## config.mk

```make
export PLATFORM = sky130hd
export DESIGN_NAME = playfair_digraph_cipher
export DESIGN_NICKNAME = d
export VERILOG_FILES = /design/src/sv/pfc_pkg.sv /design/src/sv/pfc_key_store.sv /design/src/sv/pfc_pair_calc.sv /design/src/sv/playfair_digraph_cipher.sv
export SDC_FILE = /design/constraint.sdc
export NUM_CORES = 1
export LEC_CHECK = 0
export BUFFER_PORTS_ARGS = -buffer_cell sky130_fd_sc_hd__buf_2
export CORE_MARGIN = 2
export CORE_UTILIZATION = 44
export DETAILED_ROUTE_END_ITERATION = 8
export MAX_ROUTING_LAYER = met4
export SLEW_MARGIN = 20
export SYNTH_ARGS = -nofsm -noshare
export SYNTH_HDL_FRONTEND = slang
export SYNTH_SLANG_ARGS = --single-unit
```

## constraint.sdc

```tcl
create_clock -name clock -period 5.4 [get_ports clock]
set_input_delay 1.08 -clock clock [delete_from_list [all_inputs] [get_ports clock]]
set_output_delay 1.08 -clock clock [all_outputs]
set_load 0.1 [all_outputs]
```

## src/sv/pfc_pkg.sv

```systemverilog
`default_nettype none

package pfc_pkg;

   localparam int unsigned SqCells = 25;
   localparam int unsigned SqSide  = 5;
   localparam int unsigned Alpha   = 26;

   localparam logic [4:0] LetI = 5'd8;
   localparam logic [4:0] LetJ = 5'd9;
   localparam logic [4:0] LetX = 5'd23;

   localparam logic [7:0] LetterA = 8'h61;

   typedef enum logic [1:0] {
      KIND_KEY_CHAR  = 2'd0,
      KIND_KEY_END   = 2'd1,
      KIND_TEXT_CHAR = 2'd2,
      KIND_TEXT_END  = 2'd3
   } kind_type;

   typedef enum logic [1:0] {
      STAT_OK         = 2'd0,
      STAT_ODD_LENGTH = 2'd1,
      STAT_NON_LETTER = 2'd2,
      STAT_NO_TABLE   = 2'd3
   } status_type;

   typedef enum logic [3:0] {
      S_IDLE,
      S_FILL,
      S_LOOK_A,
      S_LOOK_B,
      S_CALC,
      S_RD1,
      S_OUT1,
      S_RD2,
      S_OUT2,
      S_ERR
   } state_type;

   typedef struct packed {
      kind_type   kind;
      logic [7:0] char_code;
   } req_type;

   typedef struct packed {
      logic [7:0] out_letter;
      status_type status;
      logic       last_of_pair;
   } rsp_type;

   typedef struct packed {
      logic       valid;
      logic [4:0] idx;
   } letter_info_type;

   // Write port shared by the square and the position table.
   typedef struct packed {
      logic       en;
      logic [4:0] slot;
      logic [4:0] letter;
   } ks_wr_type;

   typedef struct packed {
      logic       pos_en;
      logic [4:0] pos_addr;
      logic       sq_en;
      logic [4:0] sq_addr;
   } ks_rd_type;

   typedef struct packed {
      logic latch_a;
      logic calc;
   } pc_ctrl_type;

   function automatic letter_info_type letter_of(input logic [7:0] code);
      letter_info_type r;
      logic [7:0]      lc;
      r.valid = 1'b0;
      r.idx   = '0;
      lc      = code;
      if (code >= 8'h41 && code <= 8'h5A) begin
         lc = code + 8'h20;
      end
      if (lc >= LetterA && lc <= 8'h7A) begin
         r.valid = 1'b1;
         r.idx   = 5'(lc - LetterA);
         if (r.idx == LetJ) begin
            r.idx = LetI;
         end
      end
      return r;
   endfunction

   function automatic logic [2:0] cell_row(input logic [4:0] p);
      logic [2:0] r;
      if (p >= 5'd20) begin
         r = 3'd4;
      end else if (p >= 5'd15) begin
         r = 3'd3;
      end else if (p >= 5'd10) begin
         r = 3'd2;
      end else if (p >= 5'd5) begin
         r = 3'd1;
      end else begin
         r = 3'd0;
      end
      return r;
   endfunction

   function automatic logic [2:0] cell_col(input logic [4:0] p);
      logic [2:0] r;
      r = cell_row(p);
      return 3'(p - {r, 2'b00} - {2'b00, r});
   endfunction

   function automatic logic [4:0] cell_of(input logic [2:0] row, input logic [2:0] col);
      return {row, 2'b00} + {2'b00, row} + {2'b00, col};
   endfunction

   // One step around a row or column, forward or backward, modulo the side.
   function automatic logic [2:0] step_mod(input logic [2:0] c, input logic back);
      logic [3:0] t;
      t = {1'b0, c} + (back ? 4'(SqSide - 1) : 4'd1);
      if (t >= 4'(SqSide)) begin
         t = t - 4'(SqSide);
      end
      return t[2:0];
   endfunction

endpackage

`default_nettype wire

```

## src/sv/pfc_key_store.sv

```systemverilog
`default_nettype none

module pfc_key_store (
   input  wire logic              clock,
   input  wire pfc_pkg::ks_wr_type wr,
   input  wire pfc_pkg::ks_rd_type rd,
   output logic [4:0]             pos_q,
   output logic [4:0]             sq_q
);
   import pfc_pkg::*;

   logic [4:0] square_mem [SqCells];
   logic [4:0] pos_mem    [Alpha];
   logic [4:0] pos_q_ff;
   logic [4:0] sq_q_ff;

   always_ff @(posedge clock) begin
      if (wr.en) begin
         square_mem[wr.slot] <= wr.letter;
         pos_mem[wr.letter]  <= wr.slot;
      end
   end

   always_ff @(posedge clock) begin
      if (rd.pos_en) begin
         pos_q_ff <= pos_mem[rd.pos_addr];
      end
      if (rd.sq_en) begin
         sq_q_ff <= square_mem[rd.sq_addr];
      end
   end

   assign pos_q = pos_q_ff;
   assign sq_q  = sq_q_ff;

endmodule

`default_nettype wire

```

## src/sv/pfc_pair_calc.sv

```systemverilog
`default_nettype none

module pfc_pair_calc (
   input  wire logic                 clock,
   input  wire pfc_pkg::pc_ctrl_type ctrl,
   input  wire logic                 mode,
   input  wire logic [4:0]           pos_q,
   output logic [4:0]                q1,
   output logic [4:0]                q2
);
   import pfc_pkg::*;

   logic [4:0] pa_ff;
   logic [4:0] q1_ff;
   logic [4:0] q2_ff;
   logic [4:0] q1_in;
   logic [4:0] q2_in;
   logic [2:0] r1, c1, r2, c2;

   always_comb begin
      r1 = cell_row(pa_ff);
      c1 = cell_col(pa_ff);
      r2 = cell_row(pos_q);
      c2 = cell_col(pos_q);
      if (r1 == r2) begin
         q1_in = cell_of(r1, step_mod(c1, mode));
         q2_in = cell_of(r2, step_mod(c2, mode));
      end else if (c1 == c2) begin
         q1_in = cell_of(step_mod(r1, mode), c1);
         q2_in = cell_of(step_mod(r2, mode), c2);
      end else begin
         // Rectangle: the letters trade columns.
         q1_in = cell_of(r1, c2);
         q2_in = cell_of(r2, c1);
      end
   end

   always_ff @(posedge clock) begin
      if (ctrl.latch_a) begin
         pa_ff <= pos_q;
      end
      if (ctrl.calc) begin
         q1_ff <= q1_in;
         q2_ff <= q2_in;
      end
   end

   assign q1 = q1_ff;
   assign q2 = q2_ff;

endmodule

`default_nettype wire

```

## src/sv/playfair_digraph_cipher.sv

```systemverilog
`default_nettype none

// Channel   Direction  Handshake            Payload
// req       in         req_valid/req_stall  req_data (kind, char_code)
// rsp       out        rsp_valid/rsp_stall  rsp_data (out_letter, status, last_of_pair)
// csr       in         csr_we               csr_wdata (cipher_mode)
//
// One item at a time: req_stall is high whenever the sequencer is not idle.
// A keyword char is taken while idle; key end, before a table exists, walks the fill over every letter.
// A ciphered pair goes through two position-table reads, one pair calculation and two
// square reads, each through the one read port of its store, and can be held by rsp stall.
// An error beat sends one status response. Reset is synchronous and clears control state only.

module playfair_digraph_cipher (
   input  wire logic             clock,
   input  wire logic             reset,
   input  wire logic             req_valid,
   output logic                  req_stall,
   input  wire pfc_pkg::req_type req_data,
   output logic                  rsp_valid,
   input  wire logic             rsp_stall,
   output pfc_pkg::rsp_type      rsp_data,
   input  wire logic             csr_we,
   input  wire logic             csr_wdata
);
   import pfc_pkg::*;

   state_type   state_ff, state_in;
   logic        mode_ff;
   logic [Alpha-1:0] used_ff, used_in;
   logic [4:0]  fill_count_ff, fill_count_in;
   logic        table_ready_ff, table_ready_in;
   logic        pending_valid_ff, pending_valid_in;
   logic [4:0]  pending_letter_ff, pending_letter_in;
   logic [4:0]  fill_idx_ff, fill_idx_in;
   logic [4:0]  a_ff, a_in, b_ff, b_in;
   status_type  err_status_ff, err_status_in;
   logic        rsp_valid_ff, rsp_valid_in;
   rsp_type     rsp_data_ff, rsp_data_in;

   logic            acc;
   logic            out_free;
   letter_info_type lt;
   logic            pair_match;

   // Placement unit, shared by keyword chars and the key-end fill.
   logic       place_req;
   logic       clr;
   logic [4:0] place_letter;
   logic [4:0] base_fill;
   logic       used_bit;
   logic       do_place;

   ks_wr_type   ks_wr;
   ks_rd_type   ks_rd;
   pc_ctrl_type pc_ctrl;
   logic [4:0]  pos_q, sq_q, q1, q2;
   logic        rsp_load;

   assign acc        = req_valid && (state_ff == S_IDLE);
   assign out_free   = !rsp_valid_ff || !rsp_stall;
   assign lt         = letter_of(req_data.char_code);
   assign pair_match = !mode_ff && (pending_letter_ff == lt.idx);

   always_comb begin
      state_in = state_ff;
      unique case (state_ff)
         S_IDLE: begin
            if (acc) begin
               unique case (req_data.kind)
                  KIND_KEY_CHAR: state_in = S_IDLE;
                  KIND_KEY_END:  state_in = table_ready_ff ? S_IDLE : S_FILL;
                  KIND_TEXT_CHAR: begin
                     if (!table_ready_ff) begin
                        state_in = S_ERR;
                     end else if (!lt.valid) begin
                        state_in = mode_ff ? S_ERR : S_IDLE;
                     end else if (!pending_valid_ff) begin
                        state_in = S_IDLE;
                     end else begin
                        state_in = S_LOOK_A;
                     end
                  end
                  KIND_TEXT_END: begin
                     if (!table_ready_ff) begin
                        state_in = S_ERR;
                     end else if (!pending_valid_ff) begin
                        state_in = S_IDLE;
                     end else begin
                        state_in = mode_ff ? S_ERR : S_LOOK_A;
                     end
                  end
                  default: state_in = S_IDLE;
               endcase
            end
         end
         S_FILL:   state_in = (fill_idx_ff == 5'(Alpha - 1)) ? S_IDLE : S_FILL;
         S_LOOK_A: state_in = S_LOOK_B;
         S_LOOK_B: state_in = S_CALC;
         S_CALC:   state_in = S_RD1;
         S_RD1:    state_in = S_OUT1;
         S_OUT1:   state_in = out_free ? S_RD2 : S_OUT1;
         S_RD2:    state_in = S_OUT2;
         S_OUT2:   state_in = out_free ? S_IDLE : S_OUT2;
         S_ERR:    state_in = out_free ? S_IDLE : S_ERR;
         default:  state_in = S_IDLE;
      endcase
   end

   always_comb begin
      req_stall       = (state_ff != S_IDLE);
      ks_rd.pos_en    = (state_ff == S_LOOK_A) || (state_ff == S_LOOK_B);
      ks_rd.pos_addr  = (state_ff == S_LOOK_A) ? a_ff : b_ff;
      ks_rd.sq_en     = (state_ff == S_RD1) || (state_ff == S_RD2);
      ks_rd.sq_addr   = (state_ff == S_RD1) ? q1 : q2;
      pc_ctrl.latch_a = (state_ff == S_LOOK_B);
      pc_ctrl.calc    = (state_ff == S_CALC);
      rsp_load        = out_free &&
                        ((state_ff == S_OUT1) || (state_ff == S_OUT2) || (state_ff == S_ERR));
      rsp_data_in     = rsp_data_ff;
      if (state_ff == S_ERR) begin
         rsp_data_in.out_letter   = '0;
         rsp_data_in.status       = err_status_ff;
         rsp_data_in.last_of_pair = 1'b1;
      end else begin
         rsp_data_in.out_letter   = LetterA + {3'b000, sq_q};
         rsp_data_in.status       = STAT_OK;
         rsp_data_in.last_of_pair = (state_ff == S_OUT2);
      end
   end

   always_comb begin
      clr          = acc && (req_data.kind == KIND_KEY_CHAR) && table_ready_ff;
      place_req    = (acc && (req_data.kind == KIND_KEY_CHAR) && lt.valid) ||
                     ((state_ff == S_FILL) && (fill_idx_ff != LetJ));
      place_letter = (state_ff == S_FILL) ? fill_idx_ff : lt.idx;
      base_fill    = clr ? 5'd0 : fill_count_ff;
      used_bit     = clr ? 1'b0 : used_ff[place_letter];
      do_place     = place_req && !used_bit && (base_fill < 5'(SqCells));

      ks_wr.en     = do_place;
      ks_wr.slot   = base_fill;
      ks_wr.letter = place_letter;

      used_in        = clr ? '0 : used_ff;
      fill_count_in  = base_fill;
      table_ready_in = clr ? 1'b0 : table_ready_ff;
      if (do_place) begin
         used_in[place_letter] = 1'b1;
         fill_count_in         = base_fill + 5'd1;
      end
      if ((state_ff == S_FILL) && (fill_idx_ff == 5'(Alpha - 1))) begin
         table_ready_in = 1'b1;
      end
      fill_idx_in = (state_ff == S_FILL) ? fill_idx_ff + 5'd1 : 5'd0;
   end

   always_comb begin
      pending_valid_in  = pending_valid_ff;
      pending_letter_in = pending_letter_ff;
      a_in              = a_ff;
      b_in              = b_ff;
      err_status_in     = err_status_ff;
      if (acc) begin
         case (req_data.kind)
            KIND_KEY_CHAR: begin
               if (table_ready_ff) begin
                  pending_valid_in  = 1'b0;
                  pending_letter_in = '0;
               end
            end
            KIND_TEXT_CHAR: begin
               if (!table_ready_ff) begin
                  err_status_in = STAT_NO_TABLE;
               end else if (!lt.valid) begin
                  err_status_in = STAT_NON_LETTER;
               end else if (!pending_valid_ff) begin
                  pending_valid_in  = 1'b1;
                  pending_letter_in = lt.idx;
               end else if (pair_match) begin
                  // Doubled letter: cipher it with x and keep it for the next pair.
                  a_in = pending_letter_ff;
                  b_in = LetX;
               end else begin
                  a_in              = pending_letter_ff;
                  b_in              = lt.idx;
                  pending_valid_in  = 1'b0;
                  pending_letter_in = '0;
               end
            end
            KIND_TEXT_END: begin
               if (!table_ready_ff) begin
                  err_status_in = STAT_NO_TABLE;
               end else if (pending_valid_ff) begin
                  err_status_in     = STAT_ODD_LENGTH;
                  a_in              = pending_letter_ff;
                  b_in              = LetX;
                  pending_valid_in  = 1'b0;
                  pending_letter_in = '0;
               end
            end
            default: begin
            end
         endcase
      end
      if (csr_we) begin
         pending_valid_in  = 1'b0;
         pending_letter_in = '0;
      end
   end

   assign rsp_valid_in = rsp_load ? 1'b1 : (rsp_valid_ff && rsp_stall);

   always_ff @(posedge clock) begin
      if (reset) begin
         state_ff          <= S_IDLE;
         mode_ff           <= 1'b0;
         used_ff           <= '0;
         fill_count_ff     <= '0;
         table_ready_ff    <= 1'b0;
         pending_valid_ff  <= 1'b0;
         pending_letter_ff <= '0;
         fill_idx_ff       <= '0;
         rsp_valid_ff      <= 1'b0;
      end else begin
         state_ff          <= state_in;
         used_ff           <= used_in;
         fill_count_ff     <= fill_count_in;
         table_ready_ff    <= table_ready_in;
         pending_valid_ff  <= pending_valid_in;
         pending_letter_ff <= pending_letter_in;
         fill_idx_ff       <= fill_idx_in;
         rsp_valid_ff      <= rsp_valid_in;
         if (csr_we) begin
            mode_ff <= csr_wdata;
         end
      end
   end

   always_ff @(posedge clock) begin
      a_ff          <= a_in;
      b_ff          <= b_in;
      err_status_ff <= err_status_in;
      if (rsp_load) begin
         rsp_data_ff <= rsp_data_in;
      end
   end

   pfc_key_store u_key_store (
      .clock (clock),
      .wr    (ks_wr),
      .rd    (ks_rd),
      .pos_q (pos_q),
      .sq_q  (sq_q)
   );

   pfc_pair_calc u_pair_calc (
      .clock (clock),
      .ctrl  (pc_ctrl),
      .mode  (mode_ff),
      .pos_q (pos_q),
      .q1    (q1),
      .q2    (q2)
   );

   assign rsp_valid = rsp_valid_ff;
   assign rsp_data  = rsp_data_ff;

   // A finished table is always completely filled.
   a_table_full: assert property (@(posedge clock) disable iff (reset)
      (table_ready_ff && (state_ff == S_IDLE)) |-> (fill_count_ff == 5'(SqCells)))
      else $error("table ready with a partly filled square");

   // A pending letter only exists against a finished table.
   a_pending_needs_table: assert property (@(posedge clock) disable iff (reset)
      pending_valid_ff |-> table_ready_ff)
      else $error("pending letter without a table");

   // Once the first letter of a pair leaves, the second is being read or already waits.
   a_pair_order: assert property (@(posedge clock) disable iff (reset)
      (rsp_valid && !rsp_stall && !rsp_data.last_of_pair) |=>
      ((state_ff == S_OUT2) || (rsp_valid && rsp_data.last_of_pair)))
      else $error("first letter of a pair not followed by the second");

endmodule

`default_nettype wire
```

==> out/metrics.yaml <==
total_power_mw: 5.69
max_stage_delay_ns: 0.55
slowest_stage: "fa_2"
cp_top_family: "adder cells"
peakVddDrop_mv: 0.241
pwr-share-seq_pct: 52.1
cp_common_cell: "ha_1"
start_util_pct: 44.9
fin_worst_skew_ns: 0.0295
yosys.area.top_type: "edfxtp_1"
n_antenna_cell: 0
synth_edf_count: 303
async_reset_ff_share_pct: 0
die_w_um: 200
swShare_pct: 22.2
n_fill_cell: 3236
cts_tree: "yes"
drt-met1-wl_um: 16600
fp.dieArea_mm2: 0.0401
cts_hold_buf: 0
wl_met2_um: 17300
rows: 71
top_layer: "met4"
grt_pass1_wl_um: 57600
grt_usage_pct: 18.9
power_frac_clock_pct: 41.7
globalplace.congestion: 0.815
p_int_mw: 4.43
hp-class: "flop to flop"
max_cap_viol_count: 0
crit_path_end_kind: "flop"
syn_avg_cell_area_um2: 13.3
synth_area_mm2: 0.0169
min_to: "used_ff[9]"
io_buffers: 28
clock-sinks: 352
antenna_found_initial: 0
via_count: 10400
htree_levels: 2
insertion_delay_ns: 0.55
routed_via_density: 5.53
die_h_um: 200
grt_max_degree: 53
holdPathStages: 2
outcome: "complete, no violations"
pin_count: 29
drcViolationCount: 0
synth_most_common_cell: "edfxtp_1"
synth_warnings: 0
critical_path_class: "flop to flop"
leakage_nw: 6.73
ys_seq_elements: 352
synth_ff_type: "edfxtp_1"
drtAntennaViolNets: 0
rrSetupSlack_ns: 0.46
syn_nets: 1360
syn_to_final_growth_pct: 12.8
setup_viol: 0
synthCells: 1272
worst_r2r_path_depth: 26
max_freq_mhz: 202
clkTransAtPathRegs_ns: 0.06
max-clock-path-buffers: 3
p_sw_mw: 1.26
synth-seq-area-share_pct: 59.5
hold_viol: 0
critical_path_arrival_ns: 5.32
tightestPinTransition_ns: 1.05
grt_pass1_vias: 10300
critPathBufInv: 6
hpwl_um: 25100
pwr-share-comb_pct: 6.2
rsz0062_at_grt: "false"
fin_crit_ns: 4.94
hold_start: "used_ff[9]"
crit_fanout: 7
cts_root_buffer: "clkbuf_16"
worstSetupStartpointType: "flop"
netlist.area_leader.share_pct: 53.7
p_per_area_mw_per_mm2: 298
setup_slack_ns: 0.457
place_ws_ns: 0.272
wl_met3_um: 1790
first_pass_iters: 5
synth_cell_type_count: 73
whs_ns: 0.450
final_layout_size_suffix_gt1_share_pct: 17.4
r2r-start: "u_pair_calc.pa_ff[1]"
grt-ovfl-total: 0
critical_path_required_ns: 5.78
core_mm2: 0.0378
slew_viol_final: 0
drt-total-wl_um: 36400
post-route-period-util_pct: 91.5
slew_headroom_pct: 28.8
nNetsFinal: 1424
synth_area_leaders: "edfxtp_1 (54%), mux4_2 (6.6%), dfxtp_1 (5.8%)"
drtIter0Drc: 703
finalSetupTns_ns: 0
numCtsBuffers: 37
wire_per_inst_um: 19.5
r2r_end: "u_pair_calc.q1[4]"
netlist_top_cells_count: "edfxtp_1 (303), nand2_1 (119), nor2_1 (63)"
==> state kept, by name, indices dropped and copies added (netlist names), 11 cells and up <==
signal                  count
rsp_data                   11
u_key_store.pos_mem       130
used_ff                    26
u_key_store.square_mem    125
==> kinds of logic (layout without fill, tap and decap cells) <==
family | count (synthesis) | after routing | share of synthesized area [%]
adder cells (fa/ha/maj) | 73 | 73 | 5.82
XOR/XNOR | 49 | 49 | 2.53
flip-flops | 352 | 352 | 59.5
AO/OA/AOI/OAI | 222 | 222 | 8.97
AND/OR/NAND/NOR | 359 | 359 | 10.6
multiplexers | 100 | 100 | 9.76
buffers and inverters | 117 | 207 | 2.84
==> layer usage <==
layer  vias to the layer above  GRT usage (%)
met5                         -              -
met4                         0           5.86
met3                        55           2.98
met2                       263           29.8
met1                      5071           25.2
li1                       4963              -
==> stage by stage <==
stage	utilization [%]	area, um^2	std cells
after CTS	50.5	19100	1871
final	50.6	19100	1873
after global routing	50.6	19100	1873
after global placement	47.5	18000	1806
after floorplan	-	16900	1272
after detailed placement	47.5	18000	1806
==> power groups by stage <==
stage	Combinational, mW	Sequential [mW]	Clock (mW)
floorplan	0.233	3.04	0
global placement	0.351	3.02	0
detailed placement	0.355	3.02	0
CTS	0.356	2.96	2.43
global route	0.392	2.96	2.53
finish	0.354	2.96	2.37
==> worst register-to-register path, stage by stage (launching register included) <==
cell      delay, ns
edfxtp_1       0.48
nor2_1         0.13
o21ai_0        0.08
a211o_1        0.31
and2_1         0.21
ha_1           0.31
inv_1          0.06
ha_1           0.15
nor2_2         0.05
fa_2           0.55
inv_2          0.06
ha_1           0.29
inv_1          0.06
ha_1           0.20
nor2b_2        0.16
nor3b_1        0.23
a211oi_2       0.09
buf_4          0.15
xnor2_1        0.14
ha_1           0.18
inv_1          0.06
fa_1           0.39
inv_1          0.07
a21oi_1        0.06
nor2_1         0.08
o22ai_1        0.08
a21oi_1        0.16
==> what timing repair did <==
| action | CTS | global route |
|---|---|---|
| gates resized for setup | 0 | 5 |
| setup buffers | 0 | 2 |
| endpoints found under the setup margin | 0 | 4 |
==> worst max path at each step <==
stage	from	to	slack [ns]	cells after the start
3_3_place_gp	u_pair_calc.pa_ff[1]	u_pair_calc.q1[4]	0.39	26
2_1_floorplan	u_pair_calc.pa_ff[1]	u_pair_calc.q1[3]	0.49	22
5_1_grt	u_pair_calc.pa_ff[1]	u_pair_calc.q1[4]	0.003	26
4_1_cts	u_pair_calc.pa_ff[1]	u_pair_calc.q1[4]	0.23	26
6_report	u_pair_calc.pa_ff[1]	u_pair_calc.q1[4]	0.46	26
3_5_place_dp	u_pair_calc.pa_ff[1]	u_pair_calc.q1[3]	0.27	22
==> cell type report <==
type	instances	area [um^2]	share of cell area, %
clock buffers	47	1000	5.26
well taps	511	639	3.34
repair buffers	89	598	3.13
flip-flops and latches	352	10100	52.7
clock inverters	18	123	0.641
multi-input cells	803	6470	33.9
inverters	53	199	1.04
==> layout by cell type, fill, tap and decap left out, types with 9 or more instances in the layout <==
cell type / n
edfxtp_1: 303
nand2_1: 119
nor2_1: 62
ha_1: 62
buf_4: 61
inv_1: 51
mux4_2: 50
a21oi_1: 49
dfxtp_1: 49
nor3_1: 43
clkbuf_16: 38
xnor2_1: 33
and2_1: 29
buf_2: 28
a211oi_1: 26
o31ai_1: 26
and3_1: 25
o21ai_0: 23
mux2i_1: 22
mux2_2: 17
xor2_1: 16
nand3_1: 16
a31oi_1: 16
o21ai_1: 14
a21o_1: 12
nand2b_1: 10
o211ai_1: 10
fa_1: 9
Power figures use the tool's default switching activity.
